### src/design/fbp_pkg.sv
package fbp_pkg;

    localparam int BYTE_W    = 8;
    localparam int LEN_W     = 16;
    localparam int STATUS_W  = 2;
    localparam int CFG_IDX_W = 8;
    localparam int CFG_DAT_W = 8;

    localparam int MAX_PAYLOAD_DEFAULT = 1024;

    // register indexes on the configuration port
    localparam logic [CFG_IDX_W-1:0] CFG_HEAD_BYTE = 8'd0;
    localparam logic [CFG_IDX_W-1:0] CFG_TAIL_BYTE = 8'd1;
    localparam logic [CFG_IDX_W-1:0] CFG_MODULE_CMD = 8'd2;
    localparam logic [CFG_IDX_W-1:0] CFG_LEN_FIX_EN = 8'd3;

    localparam logic [BYTE_W-1:0] HEAD_BYTE_RST  = 8'd126;
    localparam logic [BYTE_W-1:0] TAIL_BYTE_RST  = 8'd127;
    localparam logic [BYTE_W-1:0] MODULE_CMD_RST = 8'd80;
    localparam logic              LEN_FIX_EN_RST = 1'b1;

    typedef struct packed {
        logic [BYTE_W-1:0] head_byte;
        logic [BYTE_W-1:0] tail_byte;
        logic [BYTE_W-1:0] module_cmd;
        logic              len_fix_enable;
    } t_cfg;

    typedef struct packed {
        logic [STATUS_W-1:0] status;
        logic                payload_valid;
        logic [BYTE_W-1:0]   payload_byte;
        logic [BYTE_W-1:0]   cmd_id;
        logic [BYTE_W-1:0]   seq_id;
        logic [LEN_W-1:0]    payload_len;
    } t_res;

endpackage

### src/design/fbp_byte_if.sv
interface fbp_byte_if;
    logic                      valid;
    logic                      ready;
    logic [fbp_pkg::BYTE_W-1:0] in_byte;

    modport source (output valid, output in_byte, input ready);
    modport sink   (input valid, input in_byte, output ready);
endinterface

### src/design/fbp_res_if.sv
interface fbp_res_if;
    logic                         valid;
    logic                         ready;
    logic [fbp_pkg::STATUS_W-1:0] status;
    logic                         payload_valid;
    logic [fbp_pkg::BYTE_W-1:0]   payload_byte;
    logic [fbp_pkg::BYTE_W-1:0]   cmd_id;
    logic [fbp_pkg::BYTE_W-1:0]   seq_id;
    logic [fbp_pkg::LEN_W-1:0]    payload_len;

    modport source (output valid, output status, output payload_valid, output payload_byte,
                    output cmd_id, output seq_id, output payload_len, input ready);
    modport sink   (input valid, input status, input payload_valid, input payload_byte,
                    input cmd_id, input seq_id, input payload_len, output ready);
endinterface

### src/design/fbp_cfg_if.sv
interface fbp_cfg_if;
    logic                          valid;
    logic                          ready;
    logic [fbp_pkg::CFG_IDX_W-1:0] index;
    logic [fbp_pkg::CFG_DAT_W-1:0] data;

    modport source (output valid, output index, output data, input ready);
    modport sink   (input valid, input index, input data, output ready);
endinterface

### src/design/fbp_cfg_regs.sv
module fbp_cfg_regs (
    input  logic                          i_clk,
    input  logic                          i_rst_n,
    input  logic                          i_wr,
    input  logic [fbp_pkg::CFG_IDX_W-1:0] i_index,
    input  logic [fbp_pkg::CFG_DAT_W-1:0] i_data,
    output fbp_pkg::t_cfg                 o_cfg
);

    fbp_pkg::t_cfg r_cfg;
    fbp_pkg::t_cfg n_cfg;

    always_comb begin
        n_cfg = r_cfg;
        if (i_wr) begin
            unique case (i_index)
                fbp_pkg::CFG_HEAD_BYTE:  n_cfg.head_byte      = i_data;
                fbp_pkg::CFG_TAIL_BYTE:  n_cfg.tail_byte      = i_data;
                fbp_pkg::CFG_MODULE_CMD: n_cfg.module_cmd     = i_data;
                fbp_pkg::CFG_LEN_FIX_EN: n_cfg.len_fix_enable = i_data[0];
                default: ;  // drop writes beyond the register list
            endcase
        end
    end

    always_ff @(posedge i_clk) begin
        if (!i_rst_n) begin
            r_cfg.head_byte      <= fbp_pkg::HEAD_BYTE_RST;
            r_cfg.tail_byte      <= fbp_pkg::TAIL_BYTE_RST;
            r_cfg.module_cmd     <= fbp_pkg::MODULE_CMD_RST;
            r_cfg.len_fix_enable <= fbp_pkg::LEN_FIX_EN_RST;
        end else begin
            r_cfg <= n_cfg;
        end
    end

    assign o_cfg = r_cfg;

endmodule

### src/design/fbp_parser.sv
module fbp_parser #(
    parameter int MAX_PAYLOAD = fbp_pkg::MAX_PAYLOAD_DEFAULT
) (
    input  logic                       i_clk,
    input  logic                       i_rst_n,
    input  logic                       i_step,
    input  logic [fbp_pkg::BYTE_W-1:0] i_byte,
    input  fbp_pkg::t_cfg              i_cfg,
    output fbp_pkg::t_res              o_res
);

    localparam logic [2:0] PH_HUNT   = 3'd0;
    localparam logic [2:0] PH_CMD    = 3'd1;
    localparam logic [2:0] PH_SEQ    = 3'd2;
    localparam logic [2:0] PH_LEN_HI = 3'd3;
    localparam logic [2:0] PH_LEN_LO = 3'd4;
    localparam logic [2:0] PH_DATA   = 3'd5;
    localparam logic [2:0] PH_CHECK  = 3'd6;
    localparam logic [2:0] PH_TAIL   = 3'd7;

    localparam logic [fbp_pkg::STATUS_W-1:0] ST_CONTINUE = 2'd0;
    localparam logic [fbp_pkg::STATUS_W-1:0] ST_FRAME    = 2'd1;
    localparam logic [fbp_pkg::STATUS_W-1:0] ST_ERROR    = 2'd2;

    localparam logic [fbp_pkg::LEN_W-1:0] RAW_BAD_LEN = 16'h6202;
    localparam logic [fbp_pkg::LEN_W-1:0] FIXED_LEN   = 16'h0061;
    localparam logic [fbp_pkg::LEN_W-1:0] MAX_LEN     = fbp_pkg::LEN_W'(MAX_PAYLOAD);

    logic [2:0]                 r_phase, n_phase;
    logic [fbp_pkg::BYTE_W-1:0] r_cmd, n_cmd;
    logic [fbp_pkg::BYTE_W-1:0] r_seq, n_seq;
    logic [fbp_pkg::LEN_W-1:0]  r_len, n_len;
    logic [fbp_pkg::LEN_W-1:0]  r_count, n_count;
    logic [fbp_pkg::BYTE_W-1:0] r_xor, n_xor;

    logic [fbp_pkg::LEN_W-1:0]  raw_len;
    logic [fbp_pkg::LEN_W-1:0]  fixed_len;
    logic [fbp_pkg::LEN_W-1:0]  count_inc;

    assign raw_len   = {r_len[7:0], i_byte};
    assign fixed_len = (i_cfg.len_fix_enable && r_cmd == i_cfg.module_cmd
                        && raw_len == RAW_BAD_LEN) ? FIXED_LEN : raw_len;
    assign count_inc = r_count + 16'd1;

    always_comb begin
        n_phase = r_phase;
        n_cmd   = r_cmd;
        n_seq   = r_seq;
        n_len   = r_len;
        n_count = r_count;
        n_xor   = r_xor;
        o_res.status        = ST_CONTINUE;
        o_res.payload_valid = 1'b0;
        o_res.payload_byte  = '0;
        unique case (r_phase)
            PH_HUNT: begin
                if (i_byte == i_cfg.head_byte) n_phase = PH_CMD;
            end
            PH_CMD: begin
                n_cmd   = i_byte;
                n_xor   = i_byte;
                n_phase = PH_SEQ;
            end
            PH_SEQ: begin
                n_seq   = i_byte;
                n_xor   = r_xor ^ i_byte;
                n_phase = PH_LEN_HI;
            end
            PH_LEN_HI: begin
                n_len   = {8'd0, i_byte};
                n_xor   = r_xor ^ i_byte;
                n_phase = PH_LEN_LO;
            end
            PH_LEN_LO: begin
                n_len   = fixed_len;
                n_xor   = r_xor ^ i_byte;
                n_count = '0;
                if (fixed_len > MAX_LEN) begin
                    o_res.status = ST_ERROR;
                    n_phase      = PH_HUNT;
                end else if (fixed_len != '0) begin
                    n_phase = PH_DATA;
                end else begin
                    n_phase = PH_CHECK;  // empty payload: check byte follows
                end
            end
            PH_DATA: begin
                o_res.payload_valid = 1'b1;
                o_res.payload_byte  = i_byte;
                n_xor   = r_xor ^ i_byte;
                n_count = count_inc;
                if (count_inc >= r_len) n_phase = PH_CHECK;
            end
            PH_CHECK: begin
                if (r_xor == i_byte) begin
                    n_phase = PH_TAIL;
                end else begin
                    o_res.status = ST_ERROR;
                    n_phase      = PH_HUNT;
                end
            end
            PH_TAIL: begin
                o_res.status = (i_byte == i_cfg.tail_byte) ? ST_FRAME : ST_ERROR;
                n_phase      = PH_HUNT;
            end
            default: n_phase = PH_HUNT;
        endcase
        o_res.cmd_id      = n_cmd;
        o_res.seq_id      = n_seq;
        o_res.payload_len = n_len;
    end

    always_ff @(posedge i_clk) begin
        if (!i_rst_n) begin
            r_phase <= PH_HUNT;
            r_cmd   <= '0;
            r_seq   <= '0;
            r_len   <= '0;
            r_count <= '0;
            r_xor   <= '0;
        end else if (i_step) begin
            r_phase <= n_phase;
            r_cmd   <= n_cmd;
            r_seq   <= n_seq;
            r_len   <= n_len;
            r_count <= n_count;
            r_xor   <= n_xor;
        end
    end

endmodule

### src/design/framing_byte_parser_xor.sv
// Byte-serial frame parser: head, cmd, seq, 16-bit length, payload, XOR check, tail.
// A result is offered once its byte has passed the input register, loaded when the byte is
// accepted, and then the result register, loaded once it is empty or being read out.
// Throughput: one byte per cycle, held by the combinational update of the frame state
// between the two registers; stalls only on output back-pressure.
// Reset (i_rst_n low, synchronous): parser hunts for a head byte, frame fields clear to
// zero, registers return to head 126, tail 127, module command 80, length fix on.
module framing_byte_parser_xor #(
    parameter int MAX_PAYLOAD = fbp_pkg::MAX_PAYLOAD_DEFAULT
) (
    input  logic          i_clk,
    input  logic          i_rst_n,
    fbp_byte_if.sink      i_in,
    fbp_cfg_if.sink       i_cfg,
    fbp_res_if.source     o_out
);

    fbp_pkg::t_cfg cfg;
    fbp_pkg::t_res step_res;

    logic                       r_in_valid;
    logic [fbp_pkg::BYTE_W-1:0] r_in_byte;
    logic                       r_out_valid;
    fbp_pkg::t_res              r_out;
    logic                       advance;
    logic                       in_take;

    // move the held byte into the result register when that register frees up
    assign advance     = r_in_valid && (!r_out_valid || o_out.ready);
    assign i_in.ready  = !r_in_valid || advance;
    assign in_take     = i_in.valid && i_in.ready;
    assign i_cfg.ready = 1'b1;

    fbp_cfg_regs u_cfg (
        .i_clk   (i_clk),
        .i_rst_n (i_rst_n),
        .i_wr    (i_cfg.valid),
        .i_index (i_cfg.index),
        .i_data  (i_cfg.data),
        .o_cfg   (cfg)
    );

    fbp_parser #(
        .MAX_PAYLOAD (MAX_PAYLOAD)
    ) u_parser (
        .i_clk   (i_clk),
        .i_rst_n (i_rst_n),
        .i_step  (advance),
        .i_byte  (r_in_byte),
        .i_cfg   (cfg),
        .o_res   (step_res)
    );

    always_ff @(posedge i_clk) begin
        if (!i_rst_n) begin
            r_in_valid  <= 1'b0;
            r_out_valid <= 1'b0;
        end else begin
            if (in_take) begin
                r_in_valid <= 1'b1;
            end else if (advance) begin
                r_in_valid <= 1'b0;
            end
            if (advance) begin
                r_out_valid <= 1'b1;
            end else if (o_out.ready) begin
                r_out_valid <= 1'b0;
            end
        end
    end

    always_ff @(posedge i_clk) begin
        if (in_take) r_in_byte <= i_in.in_byte;
        if (advance) r_out <= step_res;
    end

    assign o_out.valid         = r_out_valid;
    assign o_out.status        = r_out.status;
    assign o_out.payload_valid = r_out.payload_valid;
    assign o_out.payload_byte  = r_out.payload_byte;
    assign o_out.cmd_id        = r_out.cmd_id;
    assign o_out.seq_id        = r_out.seq_id;
    assign o_out.payload_len   = r_out.payload_len;

endmodule
### src/flat_wrapper.sv
// flat-port wrapper written by rule: the top's interface ports become plain ports
module framing_byte_parser_xor_flat 
#(
    parameter int MAX_PAYLOAD = fbp_pkg::MAX_PAYLOAD_DEFAULT
)
  (i_clk, i_rst_n, i_in_valid, i_in_in_byte, i_in_ready, i_cfg_valid, i_cfg_index, i_cfg_data, i_cfg_ready, o_out_valid, o_out_status, o_out_payload_valid, o_out_payload_byte, o_out_cmd_id, o_out_seq_id, o_out_payload_len, o_out_ready);
  fbp_byte_if i_in_i ();
  fbp_cfg_if i_cfg_i ();
  fbp_res_if o_out_i ();
  input  logic i_clk;
  input  logic i_rst_n;
  input wire logic [$bits(i_in_i.valid)-1:0] i_in_valid;
  input wire logic [$bits(i_in_i.in_byte)-1:0] i_in_in_byte;
  output wire logic [$bits(i_in_i.ready)-1:0] i_in_ready;
  input wire logic [$bits(i_cfg_i.valid)-1:0] i_cfg_valid;
  input wire logic [$bits(i_cfg_i.index)-1:0] i_cfg_index;
  input wire logic [$bits(i_cfg_i.data)-1:0] i_cfg_data;
  output wire logic [$bits(i_cfg_i.ready)-1:0] i_cfg_ready;
  output wire logic [$bits(o_out_i.valid)-1:0] o_out_valid;
  output wire logic [$bits(o_out_i.status)-1:0] o_out_status;
  output wire logic [$bits(o_out_i.payload_valid)-1:0] o_out_payload_valid;
  output wire logic [$bits(o_out_i.payload_byte)-1:0] o_out_payload_byte;
  output wire logic [$bits(o_out_i.cmd_id)-1:0] o_out_cmd_id;
  output wire logic [$bits(o_out_i.seq_id)-1:0] o_out_seq_id;
  output wire logic [$bits(o_out_i.payload_len)-1:0] o_out_payload_len;
  input wire logic [$bits(o_out_i.ready)-1:0] o_out_ready;
  assign i_in_i.valid = i_in_valid;
  assign i_in_i.in_byte = i_in_in_byte;
  assign i_in_ready = i_in_i.ready;
  assign i_cfg_i.valid = i_cfg_valid;
  assign i_cfg_i.index = i_cfg_index;
  assign i_cfg_i.data = i_cfg_data;
  assign i_cfg_ready = i_cfg_i.ready;
  assign o_out_valid = o_out_i.valid;
  assign o_out_status = o_out_i.status;
  assign o_out_payload_valid = o_out_i.payload_valid;
  assign o_out_payload_byte = o_out_i.payload_byte;
  assign o_out_cmd_id = o_out_i.cmd_id;
  assign o_out_seq_id = o_out_i.seq_id;
  assign o_out_payload_len = o_out_i.payload_len;
  assign o_out_i.ready = o_out_ready;
  framing_byte_parser_xor #(.MAX_PAYLOAD(MAX_PAYLOAD)) u_core (.i_clk(i_clk), .i_rst_n(i_rst_n), .i_in(i_in_i), .i_cfg(i_cfg_i), .o_out(o_out_i));
endmodule
### config.mk
export PLATFORM = sky130hd
export DESIGN_NAME = framing_byte_parser_xor_flat
export DESIGN_NICKNAME = d
export VERILOG_FILES = /design/src/design/fbp_pkg.sv /design/src/design/fbp_byte_if.sv /design/src/design/fbp_res_if.sv /design/src/design/fbp_cfg_if.sv /design/src/design/fbp_cfg_regs.sv /design/src/design/fbp_parser.sv /design/src/design/framing_byte_parser_xor.sv /design/src/flat_wrapper.sv
export SDC_FILE = /design/constraint.sdc
export NUM_CORES = 1
export LEC_CHECK = 0
export BUFFER_PORTS_ARGS = -buffer_cell sky130_fd_sc_hd__buf_2
export CAP_MARGIN = 5
export CORE_AREA = 3 3 122 124
export CTS_CLUSTER_DIAMETER = 120
export DETAILED_ROUTE_END_ITERATION = 8
export DIE_AREA = 0 0 125 127
export PLACE_DENSITY_LB_ADDON = 0.12
export SLEW_MARGIN = 0
export SYNTH_ARGS = -nofsm -noshare
export SYNTH_HDL_FRONTEND = slang
export SYNTH_SLANG_ARGS = --single-unit
### constraint.sdc
create_clock -name i_clk -period 3.2 [get_ports i_clk]
set_input_delay 0.64 -clock i_clk [delete_from_list [all_inputs] [get_ports i_clk]]
set_output_delay 0.64 -clock i_clk [all_outputs]
set_load 0.02 [all_outputs]
* Word level (Yosys, flattened, before mapping) *
Index checks and enable logic that the tools add are counted.

operators by class
  equal/unequal tests = 17
  reductions and logical operators = 23
  order comparisons = 2
  multiplexer cells = 21
  bitwise logic cells = 1
  add/subtract/negate cells = 1

operator list
  cell                   number
  $pmux 16 s2            2
  $eq 8x8->1             4
  $pmux 3 s8             1
  $add 16x1->16 const B  1
  $eq 16x15->1 const B   1
  $eq 8x2->1 const B     2
  $ge 16x16->1           1
  $gt 16x11->1 const B   1
  $mux 16                1
  $mux 8                 2
  $pmux 8 s2             1
  $reduce_bool 16->1     1
  $eq 3x3->1 const B     4
  $mux 3                 4
  $reduce_and 2->1       6
  $mux 9                 1
  $eq 8x1->1 const B     1
  $logic_not 8->1        1
  $mux 2                 4
  $reduce_bool 2->1      4
  $xor 8x8->8            1
  $eq 3x2->1 const B     2
  $pmux 2 s3             1
  $logic_and 1x1->1      4
  8 further kinds        14

storage, ports and cells
  register bits after elaboration = 137
  bits of input ports = 29
  output and inout bits = 46
  word-level logic and storage cells = 84

* Logic depth before layout (Yosys ltp) *
Gate-level depths: netlist (run 1).

  depth in word-level cells = 8
  depth in mapped cells = 13
  depth with buffers taken out = 12

* By module *
A second synthesis (run 1) with hierarchy kept.

unflattened totals
  cells, all modules = 658
  area, all modules = 6885.4 um2

by module, submodules not included
  module                   area each (um2)  instances  cells each  seq. area each (um2)
  fbp_parser               4174.0           1          495         1181.1
  framing_byte_parser_xor  1646.6           1          62          1571.5
  fbp_cfg_regs             1064.8           1          101         500.5

* Worst setup path before layout (run 1) *
OpenSTA, ideal clock, no wires.

  kind = input to register
  start point = input o_out_ready
  end point = register u_core.r_out, in the netlist u_core.o_out.cmd_id[0], enable pin
  setup slack = -0.062 ns
  required time = 2.776 ns
  stages = 6
  setup time = 0.424 ns
  buffers on the path = 3
  arrival time = 2.838 ns
  cells stage by stage = nor2b_1 > nand2b_1 > clkbuf_1 > inv_1 > clkbuf_1 > buf_1

on the way
  word-level cells in the longest chain between the ends = 2

ends and longest elaborated chain
  element                   line                           source
  start, declared           flat_wrapper.sv:26             input wire logic [$bits(o_out_i.ready)-1:0] o_out_ready;
  $logic_or 1x1->1          framing_byte_parser_xor.sv:29  assign advance = r_in_valid && (!r_out_valid || o_out.ready);
  $logic_and 1x1->1         framing_byte_parser_xor.sv:29
  named net u_core.advance  framing_byte_parser_xor.sv:25  logic advance;
  end signal, assigned      framing_byte_parser_xor.sv:74  if (advance) r_out <= step_res;
  end, declared             framing_byte_parser_xor.sv:24  fbp_pkg::t_res r_out;

The timed path passes the listed nets, and every way through them passes these cells.
A chain may end at the register's enable or synchronous reset.

* Worst setup path after layout (run 1) *
  start point = register u_core.u_parser.r_count[0] (netlist bit)
  end point = register u_core.u_parser.r_phase[2]

on the way
  word-level cells in the longest chain between the ends = 4

ends and longest elaborated chain
  element                            line               source
  start, declared                    fbp_parser.sv:33   logic [fbp_pkg::LEN_W-1:0] r_count, n_count;
  start signal, assigned             fbp_parser.sv:126  r_count <= n_count;
  $add 16x1->16                      fbp_parser.sv:43   assign count_inc = r_count + 16'd1;
  $ge 16x16->1                       fbp_parser.sv:92   if (count_inc >= r_len) n_phase = PH_CHECK;
  $ne 2x2->1 (no source line)        n/a
  $reduce_and 3->1 (no source line)  n/a
  end signal, assigned               fbp_parser.sv:122  r_phase <= n_phase;
  end, declared                      fbp_parser.sv:29   logic [2:0] r_phase, n_phase;

Every way passes these cells.

==> results of run 1 <==
## Yosys cell counts, types with 8 or more instances
| master | n |
|---|---|
| xnor2_1 | 28 |
| a22oi_1 | 12 |
| nor3_1 | 12 |
| a32oi_1 | 9 |
| nand2_1 | 97 |
| o21ai_0 | 35 |
| ha_1 | 17 |
| a22o_1 | 8 |
| nand3_1 | 16 |
| clkbuf_1 | 35 |
| and3_1 | 14 |
| xor2_1 | 18 |
| mux2i_1 | 19 |
| edfxtp_1 | 51 |
| a21oi_1 | 37 |
| dfxtp_1 | 86 |
| inv_1 | 19 |
| nor2_1 | 59 |
| mux2_2 | 16 |
| nand4_1 | 9 |
## final cells by class
class	count	area, µm²
well taps	180	225
multi-input cells	477	3070
clock buffers	22	444
clock inverters	8	33.8
repair buffers	93	515
inverters	20	75.1
flip-flops and latches	137	3250
fillers	1235	6270
## repair_timing
action,4_1_cts,5_1_grt
endpoints found under the setup margin,0,3
resized for setup,0,8
hold buffers,0,0
setup buffers,0,0
## sequential cells by signal, indices dropped and copies added (netlist names)
register / count
u_core.o_out.payload_len: 16
u_core.u_parser.r_count: 16
u_core.o_out.payload_byte: 8
u_core.o_out.seq_id: 8
u_core.o_out.payload_valid: 1
u_core.o_out.status: 2
u_core.o_out.cmd_id: 8
u_core.u_parser.r_cmd: 8
u_core.r_in_byte: 8
u_core.u_parser.r_phase: 3
u_core.u_parser.r_xor: 8
u_core.u_cfg.o_cfg: 25
u_core.r_in_valid: 1
u_core.u_parser.r_len: 16
u_core.o_out.valid: 1
u_core.u_parser.r_seq: 8
## routing by layer
metal / share of wire / GRT usage
met1: 0.48 / 0.278
met2: 0.45 / 0.318
met3: 0.052 / 0.0464
met4: 0.022 / 0.0906
met5: 0 / 0
## per-stage QoR
| step | cells | setup slack [ns] | setup TNS [ns] | hold WS, ns |
|---|---|---|---|---|
| 2_1_floorplan | 673 | 0.252 | 0 | 0.434 |
| 6_report | 937 | 0.160 | 0 | 0.390 |
| 4_1_cts | 937 | 0.0790 | 0 | 0.379 |
| 3_5_place_dp | 907 | 0.0819 | 0 | 0.449 |
| 3_3_place_gp | 907 | 0.246 | 0 | 0.439 |
| 5_1_grt | 937 | -0.0319 | -0.0436 | 0.378 |
## cell families (layout without fill, tap and decap cells)
group | Yosys count | count (layout) | synth area share
and+or+nand+nor | 245 | 245 | 0.179
DFF | 137 | 137 | 0.500
AOI/OAI and AO/OA | 133 | 133 | 0.134
buffers and inverters | 59 | 143 | 0.0350
xor gates and xnor gates | 46 | 46 | 0.0619
muxes | 35 | 35 | 0.0569
adders and majority gates | 17 | 17 | 0.0327
other | 1 | 1 | 0.000576
## power breakdown
part,total [mW],internal [mW],switching [mW]
Clock,1.63,0.959,0.668
Combinational,0.198,0.0596,0.139
Sequential,1.85,1.84,0.0126
## worst max-delay path by stage
stage / end / slack, ns / depth (start not counted)
CTS: u_core.u_parser.r_phase[1] / 0.08 / 12
floorplan: u_core.u_parser.r_phase[1] / 0.25 / 13
detailed placement: u_core.u_parser.r_phase[1] / 0.08 / 12
finish: u_core.u_parser.r_phase[2] / 0.16 / 11
global route: u_core.u_parser.r_phase[1] / -0.03 / 13
global placement: u_core.u_parser.r_phase[1] / 0.25 / 12
## placed cells by master, fill, tap and decap left out, drive strengths merged, types with 18 or more instances in the layout
master,n
mux2i,19
xor2,18
a21oi,37
nand2,97
dfxtp,86
buf,93
edfxtp,51
nor2,59
inv,20
xnor2,28
clkbuf,22
o21ai,36
==> results.txt, run 1 <==
Top-area cell type share of the netlist area = 0.264
Syn nets = 719
Post-DR vias/cell = 5.58
Drt wl/cell = 17.4 µm
Initial drt markers = 411
R2R setup slack = 0.16 ns
Slew @ Worst Pin = 1.19 ns
Synthesized area per cell = 9.67 µm²
Worst-case vdd ir drop = 0.341 mV
Slew Viols, Final = 0
Lkg Pwr = 3.10 nW
CP Class = reg2reg
Hold Startpoint = i_in_in_byte[1]
Slowest stage cell, crit path = or3_1
Worst path arrival time = 3.34 ns
Hold path endpoint = u_core.r_in_byte[1]
Finished Core Util = 0.548
H-tree depth = 4
Initial Utilization = 0.469
Pwr dens = 483 nW/µm²
Area Overhead vs Synth = 17.0%
CTS max path bufs = 2
Min-Delay Path Depth = 1
Total gr overflow = 0
Netlist cell types = 56
Relative slew slack = 0.208
DRT Pass-1 Iters = 6
Final setup fails = 0
Register-to-Register Path Depth = 11
Die Y = 127 µm
Post-route DRC violation count = 0
CTS tree = done
Pin count of the biggest net entering global routing = 64
Top FF cell, synth = dfxtp_1
Vias = 5,226
Vias in the first global route = 5,017
Final hold vios = 0
Post-DP Area = 7100 µm²
I/O pin count = 75
Final Cell Area = 7610 µm²
Buffers plus inverters on the worst setup path = 1
Worst-Skew Late Latency = 0.42 ns
Reg2reg start = u_core.u_parser.r_count[0]
Cell Chain, Critical Path = buf_4 -> nand2_1 -> or3_1 -> or2_2 -> xnor2_1 -> ha_1 -> o2111ai_1 -> o21ai_0 -> a211o_1 -> a41oi_1 -> o31a_1
FF+latch count, synth = 137
FF-to-FF End = u_core.u_parser.r_phase[2]
CP startpoint = u_core.u_parser.r_count[0]
Antenna diode count = 0
Period Utilization, post-route = 0.950
Crit end category = flop
ANT nets after route = 0
Worst setup SP type = flop
First-pass GRT wire length = 25,800 µm
Final GP Congestion = 0.851
Crit-path max FO = 5
Share of cells above drive strength 1 = 0.196
Clock-pin slew on the worst setup and hold paths = 0.05 ns
CORE AREA = 13,900 µm²
Synth Instances = 673
Area contributors post-synth = dfxtp_1 (26%), edfxtp_1 (24%), nand2_1 (5.6%), xnor2_1 (3.8%), nor2_1 (3.4%)
Fmax = 329 MHz
Horiz. Die Dim = 125 µm
Final WL = 16,300 µm
Post-synth ARST share = 0
Buffers on Ports = 73
Tot Pwr = 3.68 mW
Initial antenna violation count = 0
Required @ worst endpoint = 3.50 ns
DIE AREA = 15,900 µm²
Global Route Usage Sum = 0.205
Synth warn = 0
Seq/Total Area, Yosys = 0.500
CTS sink count = 137
Largest delay share family, worst path = compound AO/OA/AOI/OAI gates
Clock Skews = 0.0169 ns
Tmin final = 3.04 ns
Max incr delay on CP = 0.42 ns
Final nets = 792
Largest area contributor in the netlist = dfxtp_1
MaxCap Viol Count = 0
CTS buffer count = 17
Post-DP HPWL = 11,200 µm
Syn Std Cell Area = 6510 µm²
Status = finished clean
Clock Root Buffer = clkbuf_16
# rows = 43
Post-synth EDFFs = 51
Hold WC Path Type = in2reg
Note: power is estimated with default switching activity, not from simulation.
==> inputs of run 2 (changes only) <==
- CTS_BUF_LIST: unset -> sky130_fd_sc_hd__clkbuf_8
==> run 2 against run 1 <==
Net effect: die area is the same; sequential power about the same; first-iteration DRC count rose by 4.6%; critical endpoint unchanged; sequential share of layout area is 1.1 points higher; hold slack got worse by 0.024 ns; clock power shrank 33%.
==> results.txt, run 2 (synthesis results as in run 1) <==
Max incr delay on CP = 0.42 ns
Post-DP HPWL = 11,200 µm
Global Route Usage Sum = 0.204
Final setup fails = 0
Initial drt markers = 430
Slowest stage cell, crit path = or3_1
Buffers on Ports = 73
ANT nets after route = 0
Horiz. Die Dim = 125 µm
Antenna diode count = 0
Final GP Congestion = 0.851
Initial Utilization = 0.469
# rows = 43
Cells resized by post-CTS repair = 0
Final Cell Area = 7420 µm²
CTS sink count = 137
Vias in the first global route = 4,975
Area Overhead vs Synth = 14.0%
Max reg flops = 25
Tot Pwr = 3.15 mW
I/O pin count = 75
Post-CTS setup buffers = 0
H-tree depth = 4
Hold WC Path Type = in2reg
Met1 usage in global routing = 0.277
Final WS setup = 0.177 ns
MaxCap Viol Count = 0
Final hold vios = 0
CTS buffer count = 17
Initial antenna violation count = 0
Final nets = 792
Worst setup SP type = flop
Crit end category = flop
Pwr dens = 424 nW/µm²
Crit-path max FO = 5
Worst-Skew Late Latency = 0.45 ns
Period Utilization, post-route = 0.945
Final WL = 16,300 µm
Most frequent cells in the layout = nand2_1 (97), dfxtp_1 (85), buf_2 (73)
Most common cell after layout, fill and taps aside = nand2_1
Area of the multi-input gates = 3070 µm²
Slew @ Worst Pin = 1.19 ns
Drt wl/cell = 17.4 µm
Finished Core Util = 0.535
Met3 usage = 0.0477
Slew Viols, Final = 0
Post-route DRC violation count = 0
Busiest layer in global routing = met2
Global Route met2 Usage = 0.318
Tmin final = 3.02 ns
FF+latch area = 3250 µm²
DRT Pass-1 Iters = 6
Die Y = 127 µm
CTS hold repair buffers = 0
First-pass GRT wire length = 25,700 µm
Clock Skews = 0.00730 ns
Post-DP Area = 7100 µm²
Placed insts = 907
Worst-case vdd ir drop = 0.309 mV
Relative slew slack = 0.203
Fmax = 331 MHz
Worst path arrival time = 3.36 ns
Vias = 5,186
CTS tree = done
Status = finished clean
Setup Slack @ Placement = 0.0819 ns
Lkg Pwr = 3.03 nW
Clock-pin slew on the worst setup and hold paths = 0.07 ns
Clock Root Buffer = clkbuf_8
CORE AREA = 13,900 µm²
CTS max path bufs = 2
Share of cells above drive strength 1 = 0.196
CP Class = reg2reg
Required @ worst endpoint = 3.54 ns
Layout Cells excl Fill = 937
Cell Chain, Critical Path = buf_4 -> nand2_1 -> or3_1 -> or2_2 -> xnor2_1 -> ha_1 -> o2111ai_1 -> o21ai_0 -> a211o_1 -> a41oi_1 -> o31a_1
Fillers = 1,257
Pin count of the biggest net entering global routing = 64
Post-DR vias/cell = 5.53
DIE AREA = 15,900 µm²
Total gr overflow = 0
-- run 2: path summary, 6_finish.rpt --
check / startpoint / to / cells past startpoint / slack [ns]
min: i_in_in_byte[1] / u_core.r_in_byte[1] / 1 / 0.37
max reg2reg: u_core.u_parser.r_count[0] / u_core.u_parser.r_phase[2] / 11 / 0.18
max: u_core.u_parser.r_count[0] / u_core.u_parser.r_phase[2] / 11 / 0.18
min reg2reg: u_core.u_parser.r_seq[4] / u_core.u_parser.r_seq[4] / 2 / 0.46
-- run 2: power breakdown --
group | internal, mW | switching (mW) | total [mW]
Combinational | 0.0596 | 0.139 | 0.199
Sequential | 1.84 | 0.0125 | 1.85
Clock | 0.492 | 0.610 | 1.10
Total | 2.39 | 0.762 | 3.15
-- run 2: cell type report --
class	instances	share of cell area
Multi-Input combinational cell	477	0.413
Sequential cell	137	0.438
Clock inverter	13	0.00708
Timing Repair Buffer	93	0.0695
Clock buffer	17	0.0315
Tap cell	180	0.0303
Inverter	20	0.0101
-- run 2: per-stage QoR --
stage,hold slack [ns],setup TNS [ns]
after floorplan,0.434,0
after global placement,0.439,0
after detailed placement,0.449,0
after CTS,0.343,0
after global routing,0.341,-0.00221
final,0.366,0
-- run 2: worst max-delay path, delay by kind of cell, from the launching register on --
family | cells | cell delay (ns)
xor+xnor | 1 | 0.14
buf+inv | 1 | 0.16
simple gates | 3 | 0.84
flops | 1 | 0.38
compound gates | 5 | 1.13
fa+ha+maj | 1 | 0.27
-- run 2: per-layer routing --
| layer | vias up | share of wire |
|---|---|---|
| li1 | 2531 | - |
| met2 | 141 | 0.45 |
| met4 | 0 | 0.019 |
| met1 | 2492 | 0.48 |
| met5 | - | 0 |
| met3 | 22 | 0.048 |
==> inputs of run 3 (changes only) <==
- ABC_AREA: unset -> 1
- CORE_AREA: 3 3 122 124 -> 3 3 124 126
- DIE_AREA: 0 0 125 127 -> 0 0 127 129
==> run 3 against run 2 <==
Net effect: non-clock buffer count shrank 14; clock power increased by 25%; clock skew rose by 0.0040 ns; hold slack improved by 0.0057 ns; critical path type unchanged; synthesized cell count grew 23%; sequential power rose by 4%.
==> results.txt, run 3 <==
Cells resized by post-CTS repair = 0
Buffers on Ports = 73
Vias = 5,572
CTS max path bufs = 2
Netlist cell types = 43
Required @ worst endpoint = 3.54 ns
Pin count of the biggest net entering global routing = 64
Clock-pin slew on the worst setup and hold paths = 0.08 ns
Area Overhead vs Synth = 12.4%
MaxCap Viol Count = 0
Synth Instances = 828
Top FF cell, synth = dfxtp_1
Top-area cell type share of the netlist area = 0.256
Antenna diode count = 0
Post-synth ARST share = 0
Setup crit end = u_core.u_parser.r_phase[0]
Vias in the first global route = 5,215
Area of the multi-input gates = 2760 µm²
ANT nets after route = 0
Die Y = 129 µm
Most common cell after layout, fill and taps aside = nand2_1
Lkg Pwr = 3.41 nW
CTS hold repair buffers = 0
Post-route DRC violation count = 0
Clock Root Buffer = clkbuf_8
FF+latch area = 3250 µm²
Pwr dens = 481 nW/µm²
Final nets = 936
Final Cell Area = 7550 µm²
Share of cells above drive strength 1 = 0.158
Post-DR vias/cell = 5.13
Hold WC Path Type = in2reg
Syn nets = 874
CP Class = reg2reg
CTS tree = done
Finished Core Util = 0.524
Clock Skews = 0.0113 ns
FF+latch count, synth = 137
Final setup fails = 0
CORE AREA = 14,400 µm²
I/O pin count = 75
Period Utilization, post-route = 0.909
Worst-Skew Late Latency = 0.45 ns
Synth warn = 0
Syn Std Cell Area = 6720 µm²
Initial Utilization = 0.466
Max reg flops = 25
Post-synth EDFFs = 51
Fillers = 1,423
Tot Pwr = 3.63 mW
CTS sink count = 137
Final WL = 16,400 µm
FF-to-FF End = u_core.u_parser.r_phase[0]
Tmin final = 2.91 ns
Crit-path max FO = 5
Worst path arrival time = 3.25 ns
DRT Pass-1 Iters = 4
Post-CTS setup buffers = 0
Hold WS = 0.371 ns
Post-DP Area = 7150 µm²
Largest area contributor in the netlist = dfxtp_1
Initial antenna violation count = 0
Total gr overflow = 0
First-pass GRT wire length = 26,700 µm
Area contributors post-synth = dfxtp_1 (26%), edfxtp_1 (23%), nand2_1 (9.2%), inv_1 (7.0%), a21oi_1 (5.2%)
Final hold vios = 0
Slew Viols, Final = 0
H-tree depth = 4
Horiz. Die Dim = 127 µm
DIE AREA = 16,400 µm²
Status = finished clean
CTS buffer count = 17
Most frequent cell after synthesis = nand2_1
Seq/Total Area, Yosys = 0.484
Post-DP HPWL = 11,700 µm
Register-to-Register Path Depth = 17
# rows = 44
Relative slew slack = 0.563
CP startpoint = u_core.u_parser.r_count[0]
Global Route Usage Sum = 0.208
Commonest cells post-synth = nand2_1 (164), inv_1 (125), dfxtp_1 (86), a21oi_1 (70), o21ai_0 (68)
Reg2reg start = u_core.u_parser.r_count[0]
Synthesized area per cell = 8.12 µm²
Drt wl/cell = 15.1 µm
Worst setup SP type = flop
Fmax = 344 MHz
R2R setup slack = 0.29 ns
Initial drt markers = 530
Final GP Congestion = 0.882
Slew @ Worst Pin = 0.653 ns
Crit end category = flop
Worst-case vdd ir drop = 0.257 mV
Most frequent cells in the layout = nand2_1 (163), inv_1 (125), dfxtp_1 (86)
run 3: cell count changes after synthesis, sizes merged, moves of 14 or more:
cell    delta
xnor2     -19
o211ai    +14
a21oi     +33
mux2i     -19
mux2      -16
nand2     +70
inv      +112
clkbuf    -16
o21ai     +46
run 3: kinds of logic (layout without fill, tap and decap cells):
group | Yosys count | in the layout | synth area share
flops | 137 | 137 | 0.484
xor+xnor | 31 | 31 | 0.0404
compound gates | 181 | 181 | 0.147
fa+ha+maj | 17 | 17 | 0.0317
buf+inv | 170 | 245 | 0.108
other cells | 1 | 1 | 0.000558
simple gates | 291 | 291 | 0.189
run 3: through the flow:
step                      TNS [ns]  worst slack, ns  cells
after global placement           0            0.354   1055
after global routing       -0.0482          -0.0347   1087
after CTS                        0            0.216   1087
after detailed placement         0            0.242   1055
after floorplan                  0            0.611    828
final                            0            0.290   1087
run 3: layout make-up:
class                      instances  share of cell area
clock inverter                    15              0.0204
sequential                       137               0.431
clock buffer                      17              0.0310
tap                              184              0.0305
multi-input combinational        521               0.365
timing repair buffer              79              0.0543
inverter                         134              0.0676
run 3: layer usage:
metal | vias to the layer above | share of wire | track usage
li1 | 2817 | - | -
met1 | 2573 | 0.49 | 0.297
met2 | 163 | 0.44 | 0.316
met3 | 19 | 0.055 | 0.0407
met4 | 0 | 0.016 | 0.0751
met5 | - | 0 | 0
run 3: worst min-delay path by stage:
stage                               start                         end  slack [ns]  cells past startpoint
3_3_place_gp   u_core.u_parser.r_count[5]  u_core.u_parser.r_count[5]        0.46                      2
5_1_grt                   i_in_in_byte[6]         u_core.r_in_byte[6]        0.34                      1
2_1_floorplan       u_core.u_cfg.o_cfg[2]       u_core.u_cfg.o_cfg[2]        0.44                      2
6_report                  i_in_in_byte[1]         u_core.r_in_byte[1]        0.37                      1
4_1_cts                   i_in_in_byte[0]         u_core.r_in_byte[0]        0.35                      1
3_5_place_dp        u_core.u_cfg.o_cfg[2]       u_core.u_cfg.o_cfg[2]        0.46                      2
run 3: worst max-delay path, cell delays in order, from the launching register on:
cell	delay, ns
dfxtp_1	0.40
ha_1	0.23
nand4_1	0.15
nor2_1	0.19
nand3_1	0.15
nor2_2	0.16
nand2_1	0.09
xor2_1	0.16
ha_1	0.27
nand2_1	0.11
nor3_2	0.24
nand3_1	0.10
nand4_1	0.12
nand2_1	0.12
nor2_2	0.14
nand3_1	0.09
nand2_1	0.06
inv_1	0.04
run 3: power by group:
group          leakage, nW  total (mW)  internal, mW  switching, mW
sequential            1.19        1.92          1.88         0.0396
clock                0.193        1.38         0.691          0.692
combinational         2.02       0.334         0.104          0.230
total                 3.41        3.63          2.67          0.961
